<file path="src/rtl/assd_pkg.sv">
`default_nettype none

package assd_pkg;

  localparam int DEPTH     = 64;
  localparam int WORD_BITS = 32;

  // Widths of the fixed item fields.
  localparam int IN_IDX_W  = 7;
  localparam int OUT_CNT_W = 7;
  localparam int OUT_VAL_W = 32;

  localparam int CNT_W = $clog2(DEPTH + 1);
  localparam int IDX_W = (DEPTH > 2) ? $clog2(DEPTH) : 1;
  localparam int CMP_W = (CNT_W > IN_IDX_W) ? CNT_W : IN_IDX_W;

  // Read tree: words per first-level group.
  localparam int Grp  = 8;
  localparam int NGRP = (DEPTH + Grp - 1) / Grp;

  typedef logic signed [WORD_BITS-1:0] word_t;

  typedef enum logic [2:0] {
    OP_APPEND    = 3'd0,
    OP_READ      = 3'd1,
    OP_SORT_ASC  = 3'd2,
    OP_SORT_DESC = 3'd3,
    OP_DELETE    = 3'd4,
    OP_INSERT    = 3'd5
  } op_e;

  typedef enum logic [1:0] {
    STAT_OK    = 2'd0,
    STAT_RANGE = 2'd1,
    STAT_FULL  = 2'd2
  } status_e;

  typedef enum logic [2:0] {
    CELL_HOLD,
    CELL_WRITE,
    CELL_INSERT,
    CELL_DELETE,
    CELL_SORT
  } cell_op_e;

  // Command broadcast to every cell of the row.
  typedef struct packed {
    cell_op_e          op;
    logic [CMP_W-1:0]  idx;
    logic [CMP_W-1:0]  count;
    word_t             value;
    logic              desc;
    logic              phase;
  } cell_cmd_t;

  // Sign-extend (or cut) a stored word to the result width.
  function automatic logic [OUT_VAL_W-1:0] to_read_value(input word_t w);
    return OUT_VAL_W'(w);
  endfunction

endpackage

`default_nettype wire

</file>
<file path="src/rtl/assd_cell.sv">
`default_nettype none

module assd_cell import assd_pkg::*; (
  input  wire logic      clk_i,
  input  wire cell_cmd_t cmd_i,
  input  wire logic [IDX_W-1:0] pos_i,
  input  wire word_t     left_i,
  input  wire word_t     right_i,
  output word_t          word_o
);

  word_t            word_q, word_d;
  logic [CMP_W-1:0] pos;
  logic [CMP_W-1:0] pos_nx;
  logic             swap;

  assign pos    = CMP_W'(pos_i);
  assign pos_nx = pos + CMP_W'(1);

  always_comb begin
    word_d = word_q;
    swap   = 1'b0;
    case (cmd_i.op)
      CELL_WRITE: begin
        if (pos == cmd_i.idx) word_d = cmd_i.value;
      end
      CELL_INSERT: begin
        if (pos == cmd_i.idx) begin
          word_d = cmd_i.value;
        end else if (pos > cmd_i.idx && pos <= cmd_i.count) begin
          word_d = left_i;
        end
      end
      CELL_DELETE: begin
        if (pos >= cmd_i.idx && pos_nx < cmd_i.count) word_d = right_i;
      end
      CELL_SORT: begin
        if (pos_i[0] == cmd_i.phase) begin
          // lower member of the pair: keep the smaller (ascending)
          if (pos_nx < cmd_i.count) begin
            swap = cmd_i.desc ? (word_q < right_i) : (word_q > right_i);
            if (swap) word_d = right_i;
          end
        end else begin
          // upper member of the pair: keep the larger (ascending)
          if (pos != '0 && pos < cmd_i.count) begin
            swap = cmd_i.desc ? (left_i < word_q) : (left_i > word_q);
            if (swap) word_d = left_i;
          end
        end
      end
      default: ;
    endcase
  end

  always_ff @(posedge clk_i) begin
    word_q <= word_d;
  end

  assign word_o = word_q;

endmodule

`default_nettype wire

</file>
<file path="config.mk">
export PLATFORM = sky130hd
export DESIGN_NAME = assd_cell
export DESIGN_NICKNAME = d
export VERILOG_FILES = /design/src/rtl/assd_pkg.sv /design/src/rtl/assd_cell.sv
export SDC_FILE = /design/constraint.sdc
export NUM_CORES = 1
export LEC_CHECK = 0
export BUFFER_PORTS_ARGS = -buffer_cell sky130_fd_sc_hd__buf_2
export CAP_MARGIN = 10
export CORE_AREA = 2 2 105 107
export CTS_CLUSTER_SIZE = 25
export DETAILED_ROUTE_END_ITERATION = 12
export DIE_AREA = 0 0 107 109
export MAX_ROUTING_LAYER = met4
export PLACE_DENSITY_LB_ADDON = 0.05
export SKIP_CTS_REPAIR_TIMING = 1
export SYNTH_ARGS = -nofsm -noshare
export SYNTH_HDL_FRONTEND = slang
export SYNTH_SLANG_ARGS = --single-unit
export TNS_END_PERCENT = 5
</file>
<file path="constraint.sdc">
create_clock -name clk_i -period 5.9 [get_ports clk_i]
set_clock_uncertainty 0.2 [all_clocks]
set_input_delay 1.77 -clock clk_i [delete_from_list [all_inputs] [get_ports clk_i]]
set_output_delay 1.77 -clock clk_i [all_outputs]
set_load 0.03 [all_outputs]
</file>
==> reports/qor.csv, run 1 <==
stage,metric,value,unit
status,status,finished clean,
power,sw_frac_of_total,0.348,
global_route,globalRoute.totalOverflow,0,
setup_path,reg2reg_to,word_o[5]$_DFFE_PP_,
synth,ys_seq_area_frac,0.254,
finish,nets,797,
finish,drive_above_1_share,0.294,
setup_path,r2r_cells,10,
place,hpwl,9240,um
setup_path,startpoint_type,input port,
detailed_routing,wl_per_cell,15.3,um
finish,largest_reg_flops,32,
synth,ys_async_sr_fraction,0,
place,gp_congestion,0.832,
cts,cts_max_level,2,
synth,synthesis.nets,643,
synth,synth-seq-cells,32,
detailed_routing,drt-vias-per-instance,5.15,
cts,tritoncts,done,
global_route,grt_pass1_vias,3703,
power,p_comb_frac,0.373,
global_route,grt_pass1_wl,17700,um
floorplanning,num_rows,38,
detailed_routing,drc,0,
cts,cts_sinks,32,
cts,clkLatencyLatePin,0.30,ns
sta,hold_viol_final,0,
finish,final_cell_mix,"buf_2, inv_1, ha_1",
power,peakVddDrop,0.0000865,V
sta,finalMaxSlewViolations,0,
synth,synth_cell_type_count,45,
finish,syn_to_final_growth,28.1,%
sta,max_freq,0.216,GHz
sta,fin_tns_setup,0,ns
power,p_sw,0.278,mW
finish,final_common_cell,buf_2,
floorplanning,die_w,107,um
sta,worstMarginPinSlew,0.590,ns
detailed_routing,postRouteAntennaNets,0,
setup_path,required,5.66,ns
global_route,grt_use_total,0.200,
power,pwr_density_cell,165,nW/um^2
synth,synth_flop_cell,edfxtp_1,
synth,synth_enable_flop_cells,32,
flow_run,maxCapViolations,0,
floorplanning,chipHeight,109,um
synth,syn-cell-area,3780,sq um
power,leakagePower,2.67,nW
detailed_routing,via_count,3773,
power,power_frac_clock,0.273,
setup_path,r2r_setup_slack,2.41,ns
detailed_routing,drt_first_pass_iters,9,
synth,ys_warn_count,0,
cts,cts.path.max_buffers,2,
worst_hold_path,min_path_type,reg2reg,
synth,syn_inst,436,
sta,max_slew_margin,0.606,
floorplanning,top_level_ports,154,
worst_hold_path,hold_depth,6,
setup_path,crit_fanout,28,
sta,setup_viol,0,
cts,cts.clk_slew.worst_paths,0.07,ns
place,io_buffers,153,
floorplanning,coreArea,10600,sq um
detailed_routing,wl,11200,um
sta,final.period_utilization,0.784,
power,total_power,0.801,mW
setup_path,r2r_start,word_o[15]$_DFFE_PP_,
floorplanning,initial_utilization,0.357,
setup_path,worstPathArrival,4.38,ns
cts,clock-root-buffer,clkbuf_8,
sta,period_minus_slack,4.62,ns
power,power_frac_seq,0.354,
floorplanning,fp.dieArea,11700,sq um
worst_hold_path,min_to,word_o[1]$_DFFE_PP_,
detailed_routing,drtIter0Drc,316,
synth,syn_area_per_cell,8.68,sq um
worst_hold_path,hold_start,word_o[0]$_DFFE_PP_,
sta,rsz0062_at_grt,false,
setup_path,endpoint_kind,register,
global_route,antenna_found_initial,1,
power,p_int,0.522,mW
global_route,grt_start_max_net_pins,33,
cts,cts_inserted_buffers,5,
setup_path,crit_type,in2reg,
==> worst max-delay path: stages <==
cell and delay, ns:
buf_2 0.11, ha_1 0.31, nand4_1 0.18, or4_1 0.64, a21oi_1 0.14, or3b_1 0.13, a31oi_1 0.10, xnor2_1 0.20
a211oi_4 0.36, buf_4 0.43
==> layer usage <==
layer / global-route usage / part of all wire / vias to the layer above
met4: 0.0334 / 0.0063 / 0
met2: 0.332 / 0.48 / 125
met5: - / 0 / -
met3: 0.0412 / 0.078 / 5
met1: 0.256 / 0.44 / 1738
li1: - / - / 1905
==> through the flow <==
step                      hold WS (ns)  std cells  cell area (sq um)  utilization  setup slack (ns)
after CTS                         1.11        731               4840        0.457              1.21
after floorplan                   1.30        436               3790            -             0.678
final                             1.09        732               4850        0.457              1.28
after detailed placement          1.08        723               4730        0.446             0.911
after global placement            1.07        723               4730        0.446             0.911
after global routing              1.20        732               4850        0.457              1.04
==> Yosys cell counts (2+ instances only) <==
cell      number  share of area
o31ai_1        2         0.0040
o21a_1         6          0.012
xnor2_1        5          0.012
ha_1          85           0.28
nor4_1         2         0.0033
a31oi_1        2         0.0033
clkbuf_1       7         0.0069
nand2_1       20          0.020
a21oi_1       34          0.045
nand3_1       10          0.013
nand4_1       14          0.023
nor2b_1        6         0.0099
o21ai_1        2         0.0026
nor2_1        11          0.011
xor2_1         2         0.0046
o21ai_0       12          0.016
inv_1        111           0.11
edfxtp_1      32           0.25
a22oi_1        2         0.0040
buf_2          3         0.0040
a211oi_1       4         0.0079
a21o_1         6          0.012
a222oi_1      32          0.085
nor3_1         3         0.0040
o211ai_1       3         0.0060
==> logic make-up after synthesis <==
logic type | synth area share
buffers and inverters | 0.121
AO/OA/AOI/OAI | 0.218
adder cells (fa/ha/maj) | 0.281
AND/OR/NAND/NOR | 0.110
flip-flops | 0.254
XOR/XNOR | 0.0162
==> final cells by class <==
class / count / area [sq um]
Fill cell: 1084 / 5760
Multi-Input combinational cell: 283 / 2380
Sequential cell: 32 / 961
Timing Repair Buffer: 157 / 796
Inverter: 111 / 417
Tap cell: 140 / 175
Clock buffer: 5 / 68.8
Clock inverter: 3 / 42.5
Antenna cell: 1 / 2.50
==> how the worst max path moves through the flow <==
| stage | start | to | cells past startpoint |
|---|---|---|---|
| 2_1_floorplan | left_i[15] | word_o[0]$_DFFE_PP_ | 8 |
| 3_3_place_gp | left_i[31] | word_o[23]$_DFFE_PP_ | 10 |
| 3_5_place_dp | left_i[31] | word_o[14]$_DFFE_PP_ | 10 |
| 4_1_cts | left_i[31] | word_o[11]$_DFFE_PP_ | 10 |
| 5_1_grt | left_i[15] | word_o[10]$_DFFE_PP_ | 10 |
| 6_report | left_i[15] | word_o[5]$_DFFE_PP_ | 10 |
==> power by group through the flow <==
stage	clock network [mW]	registers, mW	logic, mW
after CTS	0.222	0.284	0.302
after global placement	0	0.289	0.296
after detailed placement	0	0.289	0.300
final	0.219	0.284	0.298
after floorplan	0	0.312	0.158
after global routing	0.233	0.286	0.339
(Power assumes the default switching activity.)
==> inputs of run 2 (changes only) <==
==> constraint.sdc (replaced) <==
create_clock -name clk_i -period 4.8 [get_ports clk_i]
set_clock_uncertainty 0.2 [all_clocks]
set_input_delay 1.44 -clock clk_i [delete_from_list [all_inputs] [get_ports clk_i]]
set_output_delay 1.44 -clock clk_i [all_outputs]
set_load 0.03 [all_outputs]
==> run 2 against run 1 <==
Against the previous run:
- register-to-register slack worse by 0.79 ns
- sequential share of layout area about the same
- core utilization fell by 0.094 points
- final cell count is the same
- clock power fell by 5%
- final area fell by 0.21%
- non-clock buffer count grew 1
- critical path depth unchanged
- wire length about the same
- worst hold slack gained 0.14 ns
==> reports/qor.csv, run 2 (synthesis gave the netlist of run 1 again) <==
stage,metric,value,unit,change
status,status,finished clean,,unchanged
floorplanning,coreArea,10600,sq um,unchanged
setup_path,crit_type,in2reg,,unchanged
setup_path,endpoint_kind,register,,unchanged
global_route,antenna_found_initial,0,,was 1
setup_path,required,4.59,ns,was 5.66 ns
cts,clock-root-buffer,clkbuf_8,,unchanged
cts,cts.path.max_buffers,2,,unchanged
power,p_int,0.591,mW,was 0.522 mW
power,leakagePower,2.66,nW,was 2.67 nW
setup_path,worst_path_dominant_cell_family,simple AND/OR/NAND/NOR gates,,unchanged
cts,cts_max_level,2,,unchanged
setup_path,critPathBufInv,2,,unchanged
place,gp_congestion,0.867,,was 0.832
cts,cts.clk_slew.worst_paths,0.07,ns,about the same
sta,period_minus_slack,3.99,ns,
worst_hold_path,min_path_type,in2reg,,was reg2reg
power,p_comb_frac,0.399,,was 0.373
global_route,globalRoute.totalOverflow,0,,unchanged
setup_path,crit_slowest_cell,or4_1,,unchanged
finish,largest_reg_flops,32,,unchanged
setup_path,worstPathArrival,3.78,ns,was 4.38 ns
detailed_routing,postRouteAntennaNets,0,,unchanged
floorplanning,die_w,107,um,unchanged
power,peakVddDrop,0.000101,V,was 0.0000865 V
floorplanning,chipHeight,109,um,unchanged
setup_path,crit_fanout,9,,was 28
sta,setup_viol,0,,unchanged
detailed_routing,via_count,3795,,was 3773
cts,cts_sinks,32,,unchanged
sta,max_slew_margin,0.407,,was 0.606
setup_path,startpoint_type,input port,,unchanged
flow_run,maxCapViolations,0,,unchanged
detailed_routing,drt-vias-per-instance,5.18,,was 5.15
finish,antenna_cells,0,,was 1
sta,hold_viol_final,0,,unchanged
power,power_frac_clock,0.225,,was 0.273
place,placed_cell_area,4750,sq um,was 4730 sq um
cts,cts_inserted_buffers,5,,unchanged
detailed_routing,drc,0,,unchanged
global_route,grt_start_max_net_pins,33,,unchanged
global_route,grt_use_total,0.195,,was 0.200
finish,design_area,4840,sq um,was 4850 sq um
detailed_routing,drtIter0Drc,295,,was 316
detailed_routing,drt_first_pass_iters,7,,was 9
setup_path,path_cells,buf_2 -> ha_1 -> nand4_1 -> or4_1 -> a21oi_1 -> or3b_1 -> a31oi_1 -> xnor2_1 -> a211oi_4 -> buf_4,,unchanged
finish,final_cell_mix,"buf_2, inv_1, ha_1",,unchanged
cts,tritoncts,done,,unchanged
finish,final_common_cell,buf_2,,unchanged
finish,syn_to_final_growth,27.8,%,was 28.1%
finish,drive_above_1_share,0.292,,was 0.294
sta,rsz0062_at_grt,false,,unchanged
global_route,grt_pass1_vias,3663,,was 3703
sta,fin_tns_setup,0,ns,unchanged
cts,clkLatencyLatePin,0.29,ns,was 0.30 ns
setup_path,slowest_delay,0.64,ns,about the same
floorplanning,fp.dieArea,11700,sq um,unchanged
sta,final.period_utilization,0.831,,
finish,nets,798,,was 797
detailed_routing,wl,11200,um,about the same
sta,worstMarginPinSlew,0.890,ns,was 0.590 ns
sta,finalMaxSlewViolations,0,,unchanged
floorplanning,top_level_ports,154,,unchanged
floorplanning,num_rows,38,,unchanged
power,sw_frac_of_total,0.362,,was 0.348
global_route,grt_pass1_wl,17500,um,was 17700 um
power,p_sw,0.336,mW,was 0.278 mW
place,io_buffers,153,,unchanged
sta,max_freq,0.251,GHz,
floorplanning,initial_utilization,0.357,,unchanged
detailed_routing,wl_per_cell,15.3,um,about the same
place,hpwl,9240,um,about the same
power,pwr_density_cell,192,nW/um^2,was 165 nW/um^2
power,power_frac_seq,0.375,,was 0.354
run 2: worst paths after layout:
kind	to	slack, ns	startpoint	cells after the start
worst min-delay path	word_o[15]$_DFFE_PP_	1.23	cmd_i[17]	3
worst max-delay path	word_o[16]$_DFFE_PP_	0.81	left_i[15]	10
worst max register to register	word_o[16]$_DFFE_PP_	1.62	word_o[15]$_DFFE_PP_	10
worst min register to register	word_o[24]$_DFFE_PP_	1.24	word_o[0]$_DFFE_PP_	7
run 2: through the flow:
| step | cells | power (mW) | utilization | setup slack (ns) | hold slack [ns] |
|---|---|---|---|---|---|
| 3_5_place_dp | 724 | 0.727 | 0.448 | 0.512 | 1.24 |
| 2_1_floorplan | 436 | 0.580 | - | 0.353 | 1.25 |
| 3_3_place_gp | 724 | 0.723 | 0.448 | 0.520 | 1.24 |
| 5_1_grt | 732 | 0.995 | 0.456 | 0.698 | 1.23 |
| 4_1_cts | 732 | 0.939 | 0.456 | 0.805 | 1.22 |
| 6_report | 732 | 0.927 | 0.456 | 0.813 | 1.23 |
run 2: final cells by class:
cell class,instances,area [sq um]
Clock inverter,2,11.3
Inverter,111,417
Tap cell,140,175
Sequential cell,32,961
Clock buffer,6,72.6
Multi-Input combinational cell,283,2380
Timing Repair Buffer,158,816
Fill cell,1136,5770
run 2: power by group through the flow:
stage | registers, mW | logic (mW) | clock network, mW
finish | 0.348 | 0.370 | 0.209
global route | 0.350 | 0.419 | 0.226
CTS | 0.348 | 0.375 | 0.216
detailed placement | 0.354 | 0.373 | 0
global placement | 0.354 | 0.369 | 0
floorplan | 0.383 | 0.197 | 0
run 2: worst min-delay path: stages:
cell	delay [ns]
buf_2	0.08
a222oi_1	0.05
inv_1	0.05
run 2: layer usage:
| layer | GRT usage | wire length (um) | share of wire | up-vias |
|---|---|---|---|---|
| met3 | 0.0245 | 658 | 0.059 | 5 |
| met1 | 0.248 | 5050 | 0.45 | 1755 |
| met4 | 0.0306 | 74 | 0.0066 | 0 |
| met2 | 0.342 | 5400 | 0.48 | 130 |
| li1 | - | - | - | 1905 |
| met5 | - | 0 | 0 | - |
==> inputs of run 3 (changes only) <==
==> constraint.sdc (replaced) <==
create_clock -name clk_i -period 3.6 [get_ports clk_i]
set_clock_uncertainty 0.2 [all_clocks]
set_input_delay 1.08 -clock clk_i [delete_from_list [all_inputs] [get_ports clk_i]]
set_output_delay 1.08 -clock clk_i [all_outputs]
set_load 0.03 [all_outputs]
==> run 3 against run 2 <==
Against the previous run:
- first-iteration DRC count is 15% lower
- flip-flop and latch count is the same
- power up 40%
- worst hold slack got worse by 0.36 ns
- setup slack got worse by 0.80 ns
- final cell count up 4.2%
- clock power increased by 31%
- die area did not move
- register-to-register slack got worse by 1.2 ns
- critical path type unchanged
- largest power group unchanged
==> reports/qor.csv, run 3 (synthesis gave the netlist of run 1 again) <==
stage,metric,value,unit,change
power,p_int,0.836,mW,was 0.591 mW
detailed_routing,wl_per_cell,15.3,um,about the same
worst_hold_path,hold_start,cmd_i[11],,was cmd_i[17]
floorplanning,top_level_ports,154,,unchanged
cts,cts_max_level,2,,unchanged
sta,worstMarginPinSlew,0.399,ns,was 0.890 ns
flow_run,maxCapViolations,0,,unchanged
detailed_routing,drtIter0Drc,251,,was 295
cts,cts.clk_slew.worst_paths,0.07,ns,about the same
floorplanning,num_rows,38,,unchanged
power,power_frac_seq,0.357,,was 0.375
finish,nets,829,,was 798
floorplanning,fp.dieArea,11700,sq um,unchanged
sta,period_minus_slack,3.59,ns,
cts,cts.path.max_buffers,2,,unchanged
sta,max_slew_margin,0.734,,was 0.407
place,io_buffers,153,,unchanged
setup_path,crit_fanout,5,,was 9
power,p_comb_frac,0.432,,was 0.399
floorplanning,chipHeight,109,um,unchanged
floorplanning,initial_utilization,0.357,,unchanged
place,gp_congestion,0.839,,was 0.867
floorplanning,coreArea,10600,sq um,unchanged
setup_path,worstPathArrival,3.39,ns,was 3.78 ns
power,peakVddDrop,0.000132,V,was 0.000101 V
worst_hold_path,hold_depth,3,,unchanged
detailed_routing,drc,0,,unchanged
power,power_frac_clock,0.211,,was 0.225
finish,final_common_cell,buf_2,,unchanged
finish,n_fill_cell,1059,,was 1136
setup_path,startpoint_type,input port,,unchanged
setup_path,reg2reg_to,word_o[7]$_DFFE_PP_,,was word_o[16]$_DFFE_PP_
finish,drive_above_1_share,0.352,,was 0.292
sta,fin_tns_setup,0,ns,unchanged
power,sw_frac_of_total,0.357,,was 0.362
cts,tritoncts,done,,unchanged
global_route,grt_pass1_wl,18400,um,was 17500 um
setup_path,r2r_cells,11,,was 10
sta,finalMaxSlewViolations,0,,unchanged
place,hpwl,9700,um,was 9240 um
global_route,grt_use_total,0.204,,was 0.195
setup_path,endpoint_kind,register,,unchanged
global_route,grt_pass1_vias,3922,,was 3663
power,leakagePower,2.85,nW,was 2.66 nW
setup_path,r2r_setup_slack,0.40,ns,was 1.62 ns
detailed_routing,postRouteAntennaNets,0,,unchanged
finish,largest_reg_flops,32,,unchanged
finish,syn_to_final_growth,39.9,%,was 27.8%
sta,setup_viol,0,,unchanged
place,placed_cells,752,,was 724
finish,layout.cells.non_filler,763,,was 732
finish,final_cell_mix,"buf_2, inv_1, ha_1",,unchanged
cts,cts_sinks,32,,unchanged
setup_path,crit_type,in2reg,,unchanged
floorplanning,die_w,107,um,unchanged
sta,final.period_utilization,0.996,,
global_route,globalRoute.totalOverflow,0,,unchanged
worst_hold_path,min_path_type,in2reg,,unchanged
sta,hold_viol_final,0,,unchanged
global_route,grt_start_max_net_pins,33,,unchanged
detailed_routing,wl,11700,um,was 11200 um
power,pwr_density_cell,246,nW/um^2,was 192 nW/um^2
detailed_routing,via_count,3869,,was 3795
finish,antenna_cells,0,,unchanged
sta,rsz0062_at_grt,true,,was false
sta,max_freq,0.279,GHz,
cts,cts_inserted_buffers,5,,unchanged
global_route,antenna_found_initial,0,,unchanged
cts,clock-root-buffer,clkbuf_8,,unchanged
detailed_routing,drt_first_pass_iters,7,,unchanged
status,status,finished clean,,unchanged
setup_path,required,3.41,ns,was 4.59 ns
cts,clkLatencyLatePin,0.28,ns,was 0.29 ns
worst_hold_path,min_to,word_o[9]$_DFFE_PP_,,was word_o[15]$_DFFE_PP_
setup_path,r2r_start,word_o[14]$_DFFE_PP_,,was word_o[15]$_DFFE_PP_
power,p_sw,0.464,mW,was 0.336 mW
detailed_routing,drt-vias-per-instance,5.07,,was 5.18
-- run 3: changes by cell type in the layout (fill, tap and decap cells not counted), sizes merged --
| cell | delta |
|---|---|
| clkbuf | +1 |
| buf | +30 |
-- run 3: critical path: stages --
cell and delay [ns]:
buf_8 0.10, ha_4 0.25, nand4_1 0.21, or4_4 0.61
a21oi_2 0.14, or3b_4 0.16, a31oi_4 0.08, xnor2_2 0.16
a211oi_4 0.24, buf_6 0.19, clkbuf_16 0.16
-- run 3: how the worst max path moves through the flow --
stage                          start              endpoint  slack (ns)
after floorplan           left_i[10]   word_o[0]$_DFFE_PP_       -0.38
after global placement    left_i[15]  word_o[12]$_DFFE_PP_       -0.45
after detailed placement  left_i[15]  word_o[12]$_DFFE_PP_       -0.48
after CTS                 left_i[15]  word_o[18]$_DFFE_PP_       -0.18
after global routing      left_i[14]   word_o[7]$_DFFE_PP_       -0.07
final                     left_i[14]   word_o[7]$_DFFE_PP_        0.01
-- run 3: metrics by stage --
| stage | total power [mW] | instance area [sq um] | setup WS (ns) | hold WS [ns] | util |
|---|---|---|---|---|---|
| 2_1_floorplan | 0.777 | 3850 | -0.382 | 1.07 | - |
| 5_1_grt | 1.40 | 5290 | -0.0715 | 0.876 | 0.499 |
| 3_5_place_dp | 1.00 | 5010 | -0.483 | 1.17 | 0.473 |
| 4_1_cts | 1.28 | 5100 | -0.180 | 0.866 | 0.481 |
| 6_report | 1.30 | 5290 | 0.0142 | 0.872 | 0.499 |
| 3_3_place_gp | 0.996 | 5010 | -0.449 | 1.17 | 0.473 |
-- run 3: power by group through the flow --
stage	sequential (mW)	combinational, mW	clock (mW)
floorplan	0.511	0.266	0
global placement	0.472	0.523	0
detailed placement	0.472	0.531	0
CTS	0.464	0.535	0.281
global route	0.467	0.632	0.298
finish	0.464	0.562	0.274
-- run 3: area by class of cell --
type,instances,area (sq um),area share
sequential,32,961,0.182
inverter,111,417,0.0787
multi-input combinational,283,2530,0.477
timing repair buffer,189,1130,0.213
clock buffer,6,72.6,0.0137
tap,140,175,0.0331
clock inverter,2,11.3,0.00213
-- run 3: per-layer routing --
| metal | global-route usage | up-vias | wire length [um] |
|---|---|---|---|
| met4 | 0.0353 | 0 | 57 |
| met2 | 0.358 | 135 | 5740 |
| met1 | 0.254 | 1762 | 5280 |
| met3 | 0.0287 | 4 | 625 |
| li1 | - | 1968 | - |
| met5 | - | - | 0 |
